===== config.mk =====
export PLATFORM = sky130hd
export DESIGN_NAME = c_escape_unescaper
export DESIGN_NICKNAME = d
export VERILOG_FILES = /design/src/hw/rtl/ceu_pkg.sv /design/src/hw/rtl/c_escape_unescaper.sv /design/src/hw/rtl/ceu_ctrl.sv /design/src/hw/rtl/ceu_datapath.sv
export VERILOG_INCLUDE_DIRS = /design/src /design/src/hw/rtl
export SDC_FILE = /design/constraint.sdc
export NUM_CORES = 1
export LEC_CHECK = 0
export BUFFER_PORTS_ARGS = -buffer_cell sky130_fd_sc_hd__buf_2
export CAP_MARGIN = 5
export CORE_AREA = 3 3 161 163
export CTS_BUF_LIST = sky130_fd_sc_hd__clkbuf_8
export DETAILED_ROUTE_END_ITERATION = 6
export DIE_AREA = 0 0 164 166
export PLACE_DENSITY = 0.67
export SKIP_CTS_REPAIR_TIMING = 1
export SYNTH_ARGS = -nofsm -noshare
export SYNTH_HDL_FRONTEND = slang
export SYNTH_SLANG_ARGS = --single-unit

===== constraint.sdc =====
create_clock -name clk_i -period 4.35 [get_ports clk_i]
set_clock_uncertainty 0.2 [all_clocks]
set_input_delay 0.2175 -clock clk_i [delete_from_list [all_inputs] [get_ports clk_i]]
set_output_delay 0.2175 -clock clk_i [all_outputs]
set_load 0.01 [all_outputs]

===== src/hw/rtl/c_escape_unescaper_defines.svh =====
// ----------------------------------------------------------------------------
// C escape decoder - assertion macros
// Shared helpers for the concurrent checks in the RTL. Each macro expects
// clk_i in scope; CEU_ASSERT also expects rst_ni.
// ----------------------------------------------------------------------------
`ifndef C_ESCAPE_UNESCAPER_DEFINES_SVH
`define C_ESCAPE_UNESCAPER_DEFINES_SVH

`ifndef ASSERT_OFF
// checked outside reset only
`define CEU_ASSERT(lbl, prop, msg) \
  lbl: assert property (@(posedge clk_i) disable iff (!rst_ni) prop) else $error(msg);
// checked on every edge, reset included
`define CEU_ASSERT_ALWAYS(lbl, prop, msg) \
  lbl: assert property (@(posedge clk_i) prop) else $error(msg);
`else
`define CEU_ASSERT(lbl, prop, msg)
`define CEU_ASSERT_ALWAYS(lbl, prop, msg)
`endif

`endif


===== src/hw/rtl/ceu_pkg.sv =====
// ----------------------------------------------------------------------------
// ceu_pkg
// Types, character constants and lookup functions of the C escape decoder.
// ----------------------------------------------------------------------------
`default_nettype none

package ceu_pkg;

  localparam int PENDING_DEPTH_DEF = 16;
  // replay buffer never holds more than this, whatever the depth asked for
  localparam int PEND_CAP_MAX      = 17;
  localparam int OCT_DIGITS        = 3;

  localparam logic [7:0] CH_BSLASH = 8'h5C;
  localparam logic [7:0] CH_X      = 8'h78;
  localparam logic [7:0] CH_ZERO   = 8'h30;
  localparam logic [7:0] CH_SEVEN  = 8'h37;

  typedef enum logic [1:0] {
    MODE_IDLE   = 2'd0,
    MODE_BSLASH = 2'd1,
    MODE_OCTAL  = 2'd2,
    MODE_HEX    = 2'd3
  } esc_mode_e;

  typedef enum logic [1:0] {
    ST_IDLE    = 2'd0,
    ST_REPLAY  = 2'd1,
    ST_SIMPLE0 = 2'd2,
    ST_SIMPLE1 = 2'd3
  } ctrl_state_e;

  // source of the byte loaded into the output register
  typedef enum logic [1:0] {
    SEL_FIRST = 2'd0,
    SEL_PEND  = 2'd1,
    SEL_S0    = 2'd2,
    SEL_S1    = 2'd3
  } out_sel_e;

  typedef struct packed {
    logic     take;
    logic     emit;
    out_sel_e sel;
    logic     last_run;
    logic     idx_inc;
  } ceu_cmd_t;

  typedef struct packed {
    logic       out_free;
    logic       dec_replay;
    logic [1:0] dec_simple;
    logic [1:0] lat_simple;
    logic       replay_end;
  } ceu_status_t;

  // single-character escapes; zero for anything else
  function automatic logic [7:0] single_map(logic [7:0] c);
    logic [7:0] m;
    unique case (c)
      8'h61:   m = 8'd7;   // a
      8'h62:   m = 8'd8;   // b
      8'h66:   m = 8'd12;  // f
      8'h6E:   m = 8'd10;  // n
      8'h72:   m = 8'd13;  // r
      8'h74:   m = 8'd9;   // t
      8'h76:   m = 8'd11;  // v
      8'h5C:   m = 8'h5C;
      8'h27:   m = 8'h27;
      8'h22:   m = 8'h22;
      8'h3F:   m = 8'h3F;
      default: m = 8'd0;
    endcase
    return m;
  endfunction

  function automatic logic is_oct(logic [7:0] c);
    return (c >= CH_ZERO) && (c <= CH_SEVEN);
  endfunction

  // bit 4 flags a hex digit, bits 3:0 its value
  function automatic logic [4:0] hex_val(logic [7:0] c);
    logic [4:0] h;
    if (c >= 8'h30 && c <= 8'h39)      h = {1'b1, c[3:0]};
    else if (c >= 8'h61 && c <= 8'h66) h = {1'b1, c[3:0] + 4'd9};
    else if (c >= 8'h41 && c <= 8'h46) h = {1'b1, c[3:0] + 4'd9};
    else                               h = 5'd0;
    return h;
  endfunction

endpackage

`default_nettype wire


===== src/hw/rtl/c_escape_unescaper.sv =====
// ----------------------------------------------------------------------------
// c_escape_unescaper
// Stream decoder for C string escapes, with literal replay of bad escapes.
// ----------------------------------------------------------------------------
//  channel  dir  tdata (low bit up)  tlast          tuser (low bit up)
//  s_axis   in   in_byte[7:0]        end_of_string  -
//  m_axis   out  out_byte[7:0]       last_of_run    string_done, replay_overflow
//
//  s_axis_tready stays low until every result of the last byte is loaded. An
//  aborted escape sends its backslash, the held chars, then trailing bytes, one
//  result a cycle through the single output register while m_axis_tready is high;
//  up to PENDING_DEPTH chars are held, never more than 17.
//  Reset clears the escape state; the replay buffer is not cleared.
//  m_axis_tready low with a result held keeps it and keeps s_axis_tready low.
// ----------------------------------------------------------------------------
`default_nettype none

module c_escape_unescaper
  import ceu_pkg::*;
#(
  parameter int PENDING_DEPTH = PENDING_DEPTH_DEF
) (
  input  wire        clk_i,
  input  wire        rst_ni,
  input  wire        s_axis_tvalid,
  output logic       s_axis_tready,
  input  wire  [7:0] s_axis_tdata,   // in_byte
  input  wire        s_axis_tlast,
  output logic       m_axis_tvalid,
  input  wire        m_axis_tready,
  output logic [7:0] m_axis_tdata,   // out_byte
  output logic       m_axis_tlast,
  output logic [1:0] m_axis_tuser    // string_done, replay_overflow
);

  ceu_cmd_t    cmd;
  ceu_status_t status;
  logic        done, ovf;

  ceu_ctrl u_ctrl (
    .clk_i      (clk_i),
    .rst_ni     (rst_ni),
    .in_valid_i (s_axis_tvalid),
    .in_ready_o (s_axis_tready),
    .status_i   (status),
    .cmd_o      (cmd)
  );

  ceu_datapath #(
    .PENDING_DEPTH (PENDING_DEPTH)
  ) u_datapath (
    .clk_i       (clk_i),
    .rst_ni      (rst_ni),
    .in_byte_i   (s_axis_tdata),
    .in_last_i   (s_axis_tlast),
    .cmd_i       (cmd),
    .status_o    (status),
    .out_ready_i (m_axis_tready),
    .out_valid_o (m_axis_tvalid),
    .out_byte_o  (m_axis_tdata),
    .out_last_o  (m_axis_tlast),
    .out_done_o  (done),
    .out_ovf_o   (ovf)
  );

  assign m_axis_tuser = {ovf, done};

endmodule

`default_nettype wire


===== src/hw/rtl/ceu_ctrl.sv =====
// ----------------------------------------------------------------------------
// ceu_ctrl
// Sequencer: accepts a byte, then steps through the replay and the plain
// bytes that the datapath has planned for it.
// ----------------------------------------------------------------------------
`default_nettype none
`include "c_escape_unescaper_defines.svh"

module ceu_ctrl
  import ceu_pkg::*;
(
  input  wire         clk_i,
  input  wire         rst_ni,
  input  wire         in_valid_i,
  output logic        in_ready_o,
  input  ceu_status_t status_i,
  output ceu_cmd_t    cmd_o
);

  ctrl_state_e state_q, state_d;

  always_ff @(posedge clk_i or negedge rst_ni) begin
    if (!rst_ni) begin
      state_q <= ST_IDLE;
    end else begin
      state_q <= state_d;
    end
  end

  always_comb begin
    state_d    = state_q;
    in_ready_o = 1'b0;
    cmd_o      = '{take: 1'b0, emit: 1'b0, sel: SEL_FIRST, last_run: 1'b0, idx_inc: 1'b0};
    unique case (state_q)
      ST_IDLE: begin
        in_ready_o = status_i.out_free;
        if (in_valid_i && status_i.out_free) begin
          cmd_o.take = 1'b1;
          if (status_i.dec_replay) begin
            // backslash of the aborted escape goes out now
            cmd_o.emit = 1'b1;
            state_d    = ST_REPLAY;
          end else if (status_i.dec_simple != 2'd0) begin
            cmd_o.emit     = 1'b1;
            cmd_o.last_run = (status_i.dec_simple == 2'd1);
            if (status_i.dec_simple == 2'd2) state_d = ST_SIMPLE1;
          end
        end
      end
      ST_REPLAY: begin
        if (status_i.out_free) begin
          cmd_o.emit     = 1'b1;
          cmd_o.sel      = SEL_PEND;
          cmd_o.idx_inc  = 1'b1;
          cmd_o.last_run = status_i.replay_end && (status_i.lat_simple == 2'd0);
          if (status_i.replay_end) begin
            state_d = (status_i.lat_simple != 2'd0) ? ST_SIMPLE0 : ST_IDLE;
          end
        end
      end
      ST_SIMPLE0: begin
        if (status_i.out_free) begin
          cmd_o.emit     = 1'b1;
          cmd_o.sel      = SEL_S0;
          cmd_o.last_run = (status_i.lat_simple == 2'd1);
          state_d        = (status_i.lat_simple == 2'd2) ? ST_SIMPLE1 : ST_IDLE;
        end
      end
      ST_SIMPLE1: begin
        if (status_i.out_free) begin
          cmd_o.emit     = 1'b1;
          cmd_o.sel      = SEL_S1;
          cmd_o.last_run = 1'b1;
          state_d        = ST_IDLE;
        end
      end
      default: state_d = ST_IDLE;
    endcase
  end

  `CEU_ASSERT(a_s0_has_bytes, state_q == ST_SIMPLE0 |-> status_i.lat_simple != 2'd0, "s0 empty")
  `CEU_ASSERT(a_s1_has_two, state_q == ST_SIMPLE1 |-> status_i.lat_simple == 2'd2, "s1 not planned")
  `CEU_ASSERT(a_replay_next,
    cmd_o.take && status_i.dec_replay |=> state_q == ST_REPLAY, "replay not entered")

endmodule

`default_nettype wire


===== src/hw/rtl/ceu_datapath.sv =====
// ----------------------------------------------------------------------------
// ceu_datapath
// Escape state, replay buffer, per-byte decode and the output register.
// ----------------------------------------------------------------------------
`default_nettype none
`include "c_escape_unescaper_defines.svh"

module ceu_datapath
  import ceu_pkg::*;
#(
  parameter int PENDING_DEPTH = PENDING_DEPTH_DEF
) (
  input  wire         clk_i,
  input  wire         rst_ni,
  input  wire  [7:0]  in_byte_i,
  input  wire         in_last_i,
  input  ceu_cmd_t    cmd_i,
  output ceu_status_t status_o,
  input  wire         out_ready_i,
  output logic        out_valid_o,
  output logic [7:0]  out_byte_o,
  output logic        out_last_o,
  output logic        out_done_o,
  output logic        out_ovf_o
);

  localparam int PEND_CAP = (PENDING_DEPTH < PEND_CAP_MAX) ? PENDING_DEPTH : PEND_CAP_MAX;
  localparam int CNT_W    = $clog2(PEND_CAP + 1);
  localparam int IDX_W    = $clog2(PEND_CAP);

  // working copy of the escape state plus the output plan of one byte
  typedef struct packed {
    esc_mode_e        mode;
    logic [31:0]      val;
    logic [CNT_W-1:0] cnt;
    logic             lost;
    logic             push;
    logic             rp_en;
    logic [CNT_W-1:0] rp_len;
    logic             rp_ovf;
    logic [1:0]       s_cnt;
    logic [7:0]       s0;
    logic [7:0]       s1;
  } work_t;

  function automatic work_t emit_b(work_t w, logic [7:0] b);
    work_t r;
    r = w;
    if (w.s_cnt == 2'd0) r.s0 = b;
    else                 r.s1 = b;
    r.s_cnt = w.s_cnt + 2'd1;
    return r;
  endfunction

  function automatic work_t clear_esc(work_t w);
    work_t r;
    r      = w;
    r.mode = MODE_IDLE;
    r.val  = '0;
    r.cnt  = '0;
    r.lost = 1'b0;
    return r;
  endfunction

  function automatic work_t replay(work_t w);
    work_t r;
    r        = w;
    r.rp_en  = 1'b1;
    r.rp_len = w.cnt;
    r.rp_ovf = w.lost;
    return r;
  endfunction

  function automatic work_t push_c(work_t w);
    work_t r;
    r = w;
    if (w.cnt < CNT_W'(PEND_CAP)) begin
      r.push = 1'b1;
      r.cnt  = w.cnt + CNT_W'(1);
    end else begin
      r.lost = 1'b1;
    end
    return r;
  endfunction

  function automatic work_t finish_esc(work_t w);
    work_t r;
    logic  big;
    r   = w;
    big = (w.val[31:8] != '0);
    unique case (w.mode)
      MODE_IDLE:   r = w;
      MODE_BSLASH: r = emit_b(w, CH_BSLASH);
      MODE_OCTAL:  r = big ? replay(w) : emit_b(w, w.val[7:0]);
      MODE_HEX: begin
        // 'x' with no digits counts as malformed
        if (big || (w.cnt < CNT_W'(2))) r = replay(w);
        else                            r = emit_b(w, w.val[7:0]);
      end
    endcase
    return clear_esc(r);
  endfunction

  function automatic work_t take_idle(work_t w, logic [7:0] c);
    work_t r;
    r = w;
    if (c == CH_BSLASH) r.mode = MODE_BSLASH;
    else                r = emit_b(w, c);
    return r;
  endfunction

  esc_mode_e        mode_q;
  logic [31:0]      val_q;
  logic [CNT_W-1:0] cnt_q;
  logic             lost_q;
  logic [7:0]       pend_q [PEND_CAP];

  logic [IDX_W-1:0] idx_q;
  logic [1:0]       s_cnt_q;
  logic [CNT_W-1:0] rp_len_q;
  logic             rp_ovf_q;
  logic [7:0]       s0_q, s1_q;
  logic             last_q;

  logic             out_valid_q;
  logic [7:0]       out_byte_q;
  logic             out_last_q, out_done_q, out_ovf_q;

  work_t      dec;
  logic [7:0] smap;
  logic [4:0] hv;

  always_comb begin
    dec      = '0;
    dec.mode = mode_q;
    dec.val  = val_q;
    dec.cnt  = cnt_q;
    dec.lost = lost_q;
    smap     = single_map(in_byte_i);
    hv       = hex_val(in_byte_i);
    unique case (mode_q)
      MODE_IDLE: dec = take_idle(dec, in_byte_i);
      MODE_BSLASH: begin
        if (smap != 8'd0) begin
          dec = clear_esc(emit_b(dec, smap));
        end else if (is_oct(in_byte_i)) begin
          dec.mode = MODE_OCTAL;
          dec.val  = {29'd0, in_byte_i[2:0]};
          dec      = push_c(dec);
        end else if (in_byte_i == CH_X) begin
          dec.mode = MODE_HEX;
          dec.val  = '0;
          dec      = push_c(dec);
        end else begin
          dec = emit_b(dec, CH_BSLASH);
          dec = clear_esc(emit_b(dec, in_byte_i));
        end
      end
      MODE_OCTAL: begin
        if (is_oct(in_byte_i)) begin
          dec.val = {val_q[28:0], in_byte_i[2:0]};
          dec     = push_c(dec);
          if (dec.cnt >= CNT_W'(OCT_DIGITS)) dec = finish_esc(dec);
        end else begin
          dec = take_idle(finish_esc(dec), in_byte_i);
        end
      end
      MODE_HEX: begin
        if (hv[4]) begin
          dec.val = {val_q[27:0], hv[3:0]};
          dec     = push_c(dec);
        end else begin
          dec = take_idle(finish_esc(dec), in_byte_i);
        end
      end
    endcase
    if (in_last_i) dec = finish_esc(dec);
  end

  // escape state and sequencing registers
  always_ff @(posedge clk_i or negedge rst_ni) begin
    if (!rst_ni) begin
      mode_q  <= MODE_IDLE;
      val_q   <= '0;
      cnt_q   <= '0;
      lost_q  <= 1'b0;
      idx_q   <= '0;
      s_cnt_q <= '0;
    end else if (cmd_i.take) begin
      mode_q  <= dec.mode;
      val_q   <= dec.val;
      cnt_q   <= dec.cnt;
      lost_q  <= dec.lost;
      idx_q   <= '0;
      s_cnt_q <= dec.s_cnt;
    end else if (cmd_i.idx_inc) begin
      idx_q <= idx_q + IDX_W'(1);
    end
  end

  // only the written slot changes; the rest need no reset
  always_ff @(posedge clk_i) begin
    if (cmd_i.take && dec.push) pend_q[cnt_q[IDX_W-1:0]] <= in_byte_i;
  end

  always_ff @(posedge clk_i) begin
    if (cmd_i.take) begin
      rp_len_q <= dec.rp_len;
      rp_ovf_q <= dec.rp_ovf;
      s0_q     <= dec.s0;
      s1_q     <= dec.s1;
      last_q   <= in_last_i;
    end
  end

  logic [7:0] nxt_byte;
  logic       nxt_done, nxt_ovf;

  always_comb begin
    unique case (cmd_i.sel)
      SEL_FIRST: begin
        nxt_byte = dec.rp_en ? CH_BSLASH : dec.s0;
        nxt_ovf  = dec.rp_en & dec.rp_ovf;
        nxt_done = cmd_i.last_run & in_last_i;
      end
      SEL_PEND: begin
        nxt_byte = pend_q[idx_q];
        nxt_ovf  = rp_ovf_q;
        nxt_done = cmd_i.last_run & last_q;
      end
      SEL_S0: begin
        nxt_byte = s0_q;
        nxt_ovf  = 1'b0;
        nxt_done = cmd_i.last_run & last_q;
      end
      SEL_S1: begin
        nxt_byte = s1_q;
        nxt_ovf  = 1'b0;
        nxt_done = cmd_i.last_run & last_q;
      end
    endcase
  end

  always_ff @(posedge clk_i or negedge rst_ni) begin
    if (!rst_ni) begin
      out_valid_q <= 1'b0;
    end else if (cmd_i.emit) begin
      out_valid_q <= 1'b1;
    end else if (out_ready_i) begin
      out_valid_q <= 1'b0;
    end
  end

  always_ff @(posedge clk_i) begin
    if (cmd_i.emit) begin
      out_byte_q <= nxt_byte;
      out_last_q <= cmd_i.last_run;
      out_done_q <= nxt_done;
      out_ovf_q  <= nxt_ovf;
    end
  end

  assign out_valid_o = out_valid_q;
  assign out_byte_o  = out_byte_q;
  assign out_last_o  = out_last_q;
  assign out_done_o  = out_done_q;
  assign out_ovf_o   = out_ovf_q;

  assign status_o.out_free   = !out_valid_q || out_ready_i;
  assign status_o.dec_replay = dec.rp_en;
  assign status_o.dec_simple = dec.s_cnt;
  assign status_o.lat_simple = s_cnt_q;
  assign status_o.replay_end = ((CNT_W'(idx_q) + CNT_W'(1)) == rp_len_q);

  `CEU_ASSERT(a_no_overwrite, cmd_i.emit |-> (!out_valid_q || out_ready_i), "result overwritten")
  `CEU_ASSERT(a_replay_in_range,
    cmd_i.emit && (cmd_i.sel == SEL_PEND) |-> CNT_W'(idx_q) < rp_len_q, "replay index past end")
  `CEU_ASSERT_ALWAYS(a_idle_clean,
    mode_q == MODE_IDLE |-> (cnt_q == '0) && !lost_q && (val_q == '0), "idle with held chars")
  `CEU_ASSERT(a_octal_bound, mode_q == MODE_OCTAL |-> cnt_q < CNT_W'(OCT_DIGITS), "octal too long")

endmodule

`default_nettype wire

==> results of run 1 <==
final cells by class:
type / count / area [sq um] / area share (%)
Sequential cell: 211 / 6090 / 48.1
Multi-Input combinational cell: 643 / 4630 / 36.5
Timing Repair Buffer: 110 / 808 / 6.38
Clock buffer: 38 / 523 / 4.13
Tap cell: 324 / 405 / 3.20
Clock inverter: 25 / 130 / 1.03
Inverter: 21 / 78.8 / 0.622
registers in the layout (all words and copies together), names as in the netlist, 2 cells and up:
name,flops
u_datapath.rp_len_q,5
u_datapath.s1_q,8
u_datapath.cnt_q,5
u_datapath.out_byte_o,8
u_datapath.s_cnt_q,2
u_datapath.idx_q,4
u_datapath.mode_q,2
u_datapath.pend_q,128
u_ctrl.state_q,2
u_datapath.s0_q,8
u_datapath.val_q,32
cells in the final DEF, fill, tap and decap left out, types with 21 or more instances in the layout:
cell and instances:
inv_1 28, nor2_1 59, o21ai_0 42, nand2_1 70, clkbuf_8 38, a22o_1 28
mux2i_1 43, a21oi_1 36, and2_1 21, buf_2 25, a221o_1 22, edfxtp_1 162
dfrtp_1 48, buf_4 75
power groups by stage:
| stage | registers [uW] | logic, uW | clock network [uW] |
|---|---|---|---|
| CTS | 2500 | 1520 | 1670 |
| detailed placement | 2540 | 1510 | 0 |
| finish | 2500 | 1550 | 1630 |
| global placement | 2540 | 1500 | 0 |
| floorplan | 2470 | 1050 | 0 |
| global route | 2520 | 1660 | 1780 |
final timing paths:
check	startpoint	end	slack [ns]	cells past startpoint
worst min register to register	u_datapath.val_q[30]	u_datapath.val_q[30]	0.33	1
worst max-delay path	u_datapath.val_q[27]	u_ctrl.state_q[0]	0.20	11
worst max register to register	u_datapath.val_q[27]	u_ctrl.state_q[0]	0.20	11
worst min-delay path	m_axis_tready	u_ctrl.state_q[0]	0.03	4
min in group asynchronous	rst_ni	u_datapath.idx_q[1]	0.12	3
max in group asynchronous	rst_ni	u_datapath.val_q[24]	3.35	3
stage by stage:
stage | instance area [sq um] | hold slack (ns)
final | 12700 | 0.0311
after floorplan | 11100 | -0.278
after detailed placement | 11900 | 0.176
after CTS | 12600 | -0.421
after global placement | 11900 | 0.167
after global routing | 12700 | 0.0474
critical path: stages (launching register included):
cell	delay, ns
dfrtp_1	0.43
nor4_1	0.56
nand3_1	0.22
a211oi_1	0.70
nand2_1	0.26
nand3_1	0.16
o21a_1	0.19
inv_1	0.09
ha_1	0.32
and3_1	0.16
or4_1	0.51
a32o_1	0.25
layer usage:
| metal | up-vias | track usage, % | wire length, um |
|---|---|---|---|
| li1 | 3914 | - | - |
| met1 | 4139 | 34.0 | 13900 |
| met2 | 394 | 34.3 | 14000 |
| met3 | 83 | 4.04 | 2340 |
| met4 | 0 | 8.09 | 1140 |
| met5 | - | 0 | 0 |
cells by family (layout without fill, tap and decap cells):
family / Yosys count / after routing / share of synthesized area (%)
xor+xnor: 8 / 8 / 0.633
flops: 211 / 211 / 55.0
buf+inv: 91 / 194 / 3.37
simple gates: 281 / 281 / 13.3
fa+ha+maj: 14 / 14 / 1.58
compound gates: 276 / 276 / 18.5
mux: 64 / 64 / 7.65
==> metrics.txt, run 1 <==
vias per cell 6.22; Max VDD drop 0.000221 V; area delta synth->final 14.4%; Clk pwr share around 29%; Pwr Density 448 mW/mm^2; Lkg Pwr 0.00465 uW; critical path peak fanout 5; drt drc 0; Post-synth EDFFs 162; dominant cell type by area after synthesis edfxtp_1; CTS Buffer Depth 3; wire length per cell between 20 and 25 um; Async S/R FF share, synth 23.2%; final setup vio count 0; grt total ovfl 0; H-tree depth 2; final WL ~31000 um; fmax 0.241 GHz; Vias 8530; 1st-iter DRT viols between 1000 and 1500; Worst-path clk slew 0.06 ns; later-pin clock latency in the skew report 0.56 ns; Core Util, Final around 52%; first-pass GRT wire length between 40000 and 50000 um; clk root buf clkbuf_8; Final #Nets roughly 1100; TritonCTS buffer count 36; max cap viols 0; Ys Warns 0; CTS tree built; vias in the first global route 8100; Synth Register Bits 211; P_sw 1890 uW; Synth Net Count 972; Final min period between 4 and 5 ns; most numerous cell in the Yosys netlist edfxtp_1; # placed instances 1301; Chip Width 164 um; total negative slack 0 ns; initial antenna violation count 0; register area share after synthesis 55.0%; top-area cell type share of the netlist area 43.9%; Sw Ratio between 30% and 40%; part of the power in registers 44.0%; Slew Limit Fails 0; GP Congestion about 0.98; crit path capture type register; DPL Wire Length 22000 um; worst endpoint data arrival time 4.38 ns; fin crit share 95.5%; I/O pins 26; commonest cells in the netlist edfxtp_1, nand2_1, nor2_1, clkbuf_1, dfrtp_1; initial core utilization 45.3%; Final Hold Violating Endpoints 0; share of cells above drive strength 1 17.9%; core area 0.0245 sq mm; final cell count without fillers ~1400; Layout fillers around 2100; Overall Power 5670 uW; Hold Path Class input port to register; GRT Util Overall 23.0%; row cnt 57; final worst setup slack a little under 0.2 ns; Die ar. 0.0272 sq mm; Startpoint Class register; Main synth FF type edfxtp_1; Setup Crit Path Kind register to register; router iterations before antenna repair 6; mapped cell area 0.0111 sq mm; largest net degree at the start of global routing between 50 and 60; syn_area_per_cell approximately 12 sq um; ANT cells 0; Num Clock Sinks 211; Worst slew margin 48.8%; status completed; setup repair after global routing missed its margin no; DP Worst Slack around 0.08 ns; Worst Path Required 4.57 ns; input/output buffers 25; Logic pwr share 27.2%; Post-Syn Instances 945; Die H ~170 um; Synth cell types 79; Int Power 3780 uW; Routed Antenna Nets 0; main area contributors after synthesis edfxtp_1, dfrtp_1, mux2i_1, mux4_2, nand2_1; Slew @ Worst Pin 0.764 ns
No activity file was read; power rests on OpenSTA's default activity.
==> run 2: changes to the inputs <==
CORE_AREA = 3 3 141 143   (was 3 3 161 163)
DIE_AREA = 0 0 144 146   (was 0 0 164 166)
PLACE_DENSITY = 0.83   (was 0.67)
==> run 2 against run 1 <==
Net effect:
- largest power group unchanged
- worst hold slack got worse by 0.0026 ns
- setup slack got worse by 0.019 ns
- register-to-register slack got worse by 0.02 ns
- sequential power about the same
- via count increased by 2.4%
- wire length decreased by 1.3%
- clock power about the same
- global-route usage increased by 6.1 points
- critical path depth increased by 1
- power about the same
- cell count decreased by 7.9%
- maximum frequency decreased by 0.45%
==> metrics.txt, run 2 (synthesized netlist as in run 1, its figures left out) <==
status completed; Final #Nets between 1000 and 1500; Die H between 100 and 150 um; final WL 30900 um; max cap viols 0; Final min period approximately 4.2 ns; router iterations before antenna repair 7; setup repair after global routing missed its margin no; Num Clock Sinks approximately 210; Critical R2R Capture u_datapath.out_done_o; later-pin clock latency in the skew report 0.52 ns; part of the power in registers 43.9%; final setup vio count 0; Worst slew margin 41.2%; Die ar. between 0.02 and 0.025 sq mm; CTS Buffer Depth 3; Chip Width 144 um; share of cells above drive strength 1 between 10% and 20%; 1st-iter DRT viols 1199; vias per cell around 7; P_sw between 1500 and 2000 uW; Worst Path Required 4.51 ns; core area 0.0187 sq mm; Largest register FFs 128; Lkg Pwr 0.00455 uW; GRT met3 Usage 7.10%; Int Power about 3800 uW; row cnt 50; met1 Use GR 41.6%; Routed Antenna Nets 0; FF-to-FF setup slack 0.18 ns; fmax roughly 0.24 GHz; worst endpoint data arrival time 4.33 ns; Sw Ratio 32.7%; input/output buffers 25; Slowest-stage cell, CP or4_1; Logic pwr share 27.3%; largest net degree at the start of global routing 50; most frequent cells in the layout edfxtp_1, nand2_1, buf_4; Pwr Density between 400 and 500 mW/mm^2; Hold Path Class input port to register; CP max stage delay 0.48 ns; GRT Util Overall 29.1%; Worst-path clk slew 0.07 ns; Setup Crit Path Kind register to register; DPL Wire Length 21400 um; area delta synth->final 11.9%; final cell count without fillers 1263; Startpoint Class register; initial antenna violation count 0; Final Hold Violating Endpoints 0; Layout fillers 1367; GP Congestion 1.03; fin crit share roughly 96%; Max VDD drop between 0.0002 and 0.0003 V; first-pass GRT wire length 47800 um; CP Launch Point u_datapath.cnt_q[0]; GR peak layer met2; clk root buf clkbuf_8; Register-to-Register Path Depth 12; FF-to-FF Start u_datapath.cnt_q[0]; wire length per cell 24.5 um; Slew @ Worst Pin 0.878 ns; CP cell instances ha_1 > and3b_1 > a32o_1 > and3_2 > a221o_1 > nor4_1 > o211ai_1 > nor3_2 > buf_4 > o21ai_2 > or4_1 > o22ai_1; grt total ovfl 0; total negative slack 0 ns; worst setup path end u_datapath.out_done_o; GR Util met2 44.5%; Slew Limit Fails 0; initial core utilization 59.2%; CTS tree built; vias in the first global route approximately 8400; Vias approximately 8700; critical path peak fanout 21; ANT cells 0; drt drc 0; WHS ~0.029 ns; H-tree depth 2; crit path capture type register; TritonCTS buffer count 34; I/O pins 26; Clk pwr share between 20% and 30%; most common cell after layout, fill and taps aside edfxtp_1; # placed instances 1200
run 2: changes by cell type in the layout (fill, tap and decap cells not counted), sizes merged:
cell / delta
buf: -11
clkinv: -7
dlygate4sd3: -4
clkinvlp: +2
bufinv: +1
clkbuf: -1
inv: +1
run 2: worst min path at each step:
stage | depth (start not counted) | slack [ns] | start | end
after floorplan | 0 | -0.28 | rst_ni | u_ctrl.state_q[0]
after global placement | 2 | 0.16 | rst_ni | u_ctrl.state_q[0]
after detailed placement | 2 | 0.17 | rst_ni | u_ctrl.state_q[0]
after CTS | 2 | -0.38 | rst_ni | u_datapath.val_q[2]
after global routing | 2 | 0.02 | s_axis_tdata[1] | u_datapath.pend_q[6][1]
final | 2 | 0.03 | s_axis_tdata[5] | u_datapath.pend_q[2][5]
run 2: per-layer routing:
| metal | routed length [um] | vias to the layer above |
|---|---|---|
| li1 | - | 3860 |
| met1 | 12200 | 4211 |
| met2 | 14400 | 586 |
| met3 | 3450 | 81 |
| met4 | 884 | 0 |
| met5 | 0 | - |
run 2: stage by stage:
step / area, sq um / total power (uW) / util [%] / worst slack (ns)
after global placement: 11700 / 4000 / 62.6 / 0.169
after global routing: 12400 / 5910 / 66.2 / 0.0217
after detailed placement: 11700 / 4040 / 62.6 / 0.0975
after floorplan: 11100 / 3510 / - / 0.238
after CTS: 12300 / 5660 / 66.0 / 0.171
final: 12400 / 5680 / 66.2 / 0.177
run 2: cell type report:
type                    instances  area (sq um)  area share (%)
multi-input cells             643          4610            37.2
well taps                     234           293            2.36
clock buffers                  37           509            4.11
flip-flops and latches        211          6090            49.2
repair buffers                 95           673            5.43
clock inverters                22           130            1.05
inverters                      21          78.8           0.636
run 2: power groups by stage:
stage	logic (uW)	clock network, uW	registers, uW
finish	1550	1630	2490
global route	1670	1740	2510
CTS	1520	1650	2490
detailed placement	1510	0	2530
global placement	1480	0	2520
floorplan	1050	0	2470
run 2: worst max-delay path: cells and delay by family (launching register included):
kind / cells / cell delay [ns]
AOI/OAI and AO/OA: 5 / 1.16
adders and majority gates: 1 / 0.27
buffers and inverters: 1 / 0.22
DFF: 1 / 0.42
and+or+nand+nor: 5 / 1.72
==> run 3: changes to the inputs <==
CORE_AREA = 3 3 171 173   (was 3 3 141 143)
DIE_AREA = 0 0 174 176   (was 0 0 144 146)
GPL_ROUTABILITY_DRIVEN = 0   (was unset)
PLACE_DENSITY = unset   (was 0.83)
==> run 3 against run 2 <==
Net effect:
- via count decreased by 2.7%
- clock power rose by 4%
- global-route usage shrank 8.7 points
- sequential cell count stayed put
- critical endpoint unchanged
- largest power group unchanged
==> metrics.txt, run 3 (synthesized netlist as in run 1, its figures left out) <==
status completed; worst path buffer plus inverter count 4; most frequent cells in the layout edfxtp_1, buf_4, nand2_1; GRT Util Overall 20.4%; area delta synth->final 15.4%; grt total ovfl 0; final WL 31600 um; Chip Width between 150 and 200 um; later-pin clock latency in the skew report 0.54 ns; share of cells above drive strength 1 18.3%; drt drc 0; Final #Nets about 1100; router iterations before antenna repair 5; Worst Path Required 4.54 ns; H-tree depth 2; CP Launch Point u_datapath.cnt_q[0]; I/O pins 26; ANT cells 0; CTS tree built; largest net degree at the start of global routing 50; max cap viols 0; Worst-path clk slew 0.06 ns; Vias 8506; final setup vio count 0; DPL Wire Length 22000 um; clk root buf clkbuf_8; Largest register FFs 128; FF-to-FF Start u_datapath.cnt_q[0]; Core Util, Final 46.0%; Pwr Density 451 mW/mm^2; 1st-iter DRT viols 1091; Worst slew margin 36.5%; CP cell instances buf_4 > ha_1 > and3_1 > a211oi_1 > and3_1 > buf_12 > a221o_1 > nor4_1 > nand4_1 > buf_4 > nor3_4 > buf_4 > o21ai_2 > or4_1 > o22ai_1; Die H 176 um; vias in the first global route 8308; first-pass GRT wire length 49300 um; fmax 0.243 GHz; delay-heaviest family, CP simple AND/OR/NAND/NOR gates; fin crit share a little over nine tenths; input/output buffers 25; TritonCTS buffer count 38; Setup Crit Path Kind register to register; Routed Antenna Nets 0; initial antenna violation count 2; CP max stage delay 0.47 ns; Final Hold Violating Endpoints 0; vias per cell ~6; Startpoint Class register; row cnt 61; wire length per cell between 20 and 25 um; core area 0.0278 sq mm; most frequent CP cell buf_4; Max VDD drop 0.000197 V; worst endpoint data arrival time around 4.3 ns; initial core utilization 39.9%; Hold Path Class input port to register; crit path capture type register; Overall Power a little under 6000 uW; Slowest-stage cell, CP or4_1; Slew Limit Fails 0; total negative slack 0 ns; Final min period roughly 4.1 ns; Die ar. around 0.031 sq mm; hold_sp s_axis_tdata[1]; Slew @ Worst Pin 0.948 ns; Num Clock Sinks between 200 and 250; CTS Buffer Depth 3; critical path peak fanout 26; Lkg Pwr around 0.0047 uW; most common cell after layout, fill and taps aside edfxtp_1
-- run 3: final cells by class --
class                           instances  area, sq um
Tap cell                              378          473
Fill cell                            2614        15000
Clock buffer                           39          537
Sequential cell                       211         6090
Clock inverter                         27          154
Multi-Input combinational cell        643         4640
Inverter                               21         78.8
Timing Repair Buffer                  110          806
-- run 3: per-layer routing --
metal | part of all wire (%) | wire [um] | global-route usage, %
met1 | 44 | 14100 | 29.1
met2 | 46 | 14600 | 31.9
met3 | 6.1 | 1940 | 3.44
met4 | 3.0 | 958 | 7.07
met5 | 0.073 | 23 | 0
-- run 3: report_power, final --
part | total, uW | internal (uW) | switching [uW]
sequential | 2520 | 2340 | 172
combinational | 1550 | 629 | 917
clock | 1700 | 901 | 804
-- run 3: final timing paths --
path	to	slack, ns	cells after the start
worst max-delay path	u_datapath.out_done_o	0.24	15
worst min-delay path	u_datapath.pend_q[8][1]	0.04	2
worst max register to register	u_datapath.out_done_o	0.24	15
worst min register to register	u_datapath.val_q[30]	0.33	1
max in group asynchronous	u_datapath.idx_q[0]	3.36	3
min in group asynchronous	u_datapath.s_cnt_q[1]	0.12	3
-- run 3: worst register-to-register path, stage by stage, from the launching register on --
cell	delay, ns
dfrtp_1	0.46
buf_4	0.19
ha_1	0.18
and3_1	0.19
a211oi_1	0.10
and3_1	0.26
buf_12	0.16
a221o_1	0.33
nor4_1	0.35
nand4_1	0.22
buf_4	0.21
nor3_4	0.25
buf_4	0.17
o21ai_2	0.08
or4_1	0.47
o22ai_1	0.15
-- run 3: per-stage QoR --
| stage | instances | hold slack, ns | worst slack (ns) | area, sq um |
|---|---|---|---|---|
| 6_report | 1429 | 0.0432 | 0.237 | 12800 |
| 5_1_grt | 1429 | 0.0190 | -0.00142 | 12800 |
| 4_1_cts | 1422 | -0.407 | 0.186 | 12700 |
| 3_5_place_dp | 1356 | 0.176 | 0.00666 | 12000 |
| 3_3_place_gp | 1356 | 0.171 | 0.0915 | 12000 |
| 2_1_floorplan | 945 | -0.278 | 0.238 | 11100 |
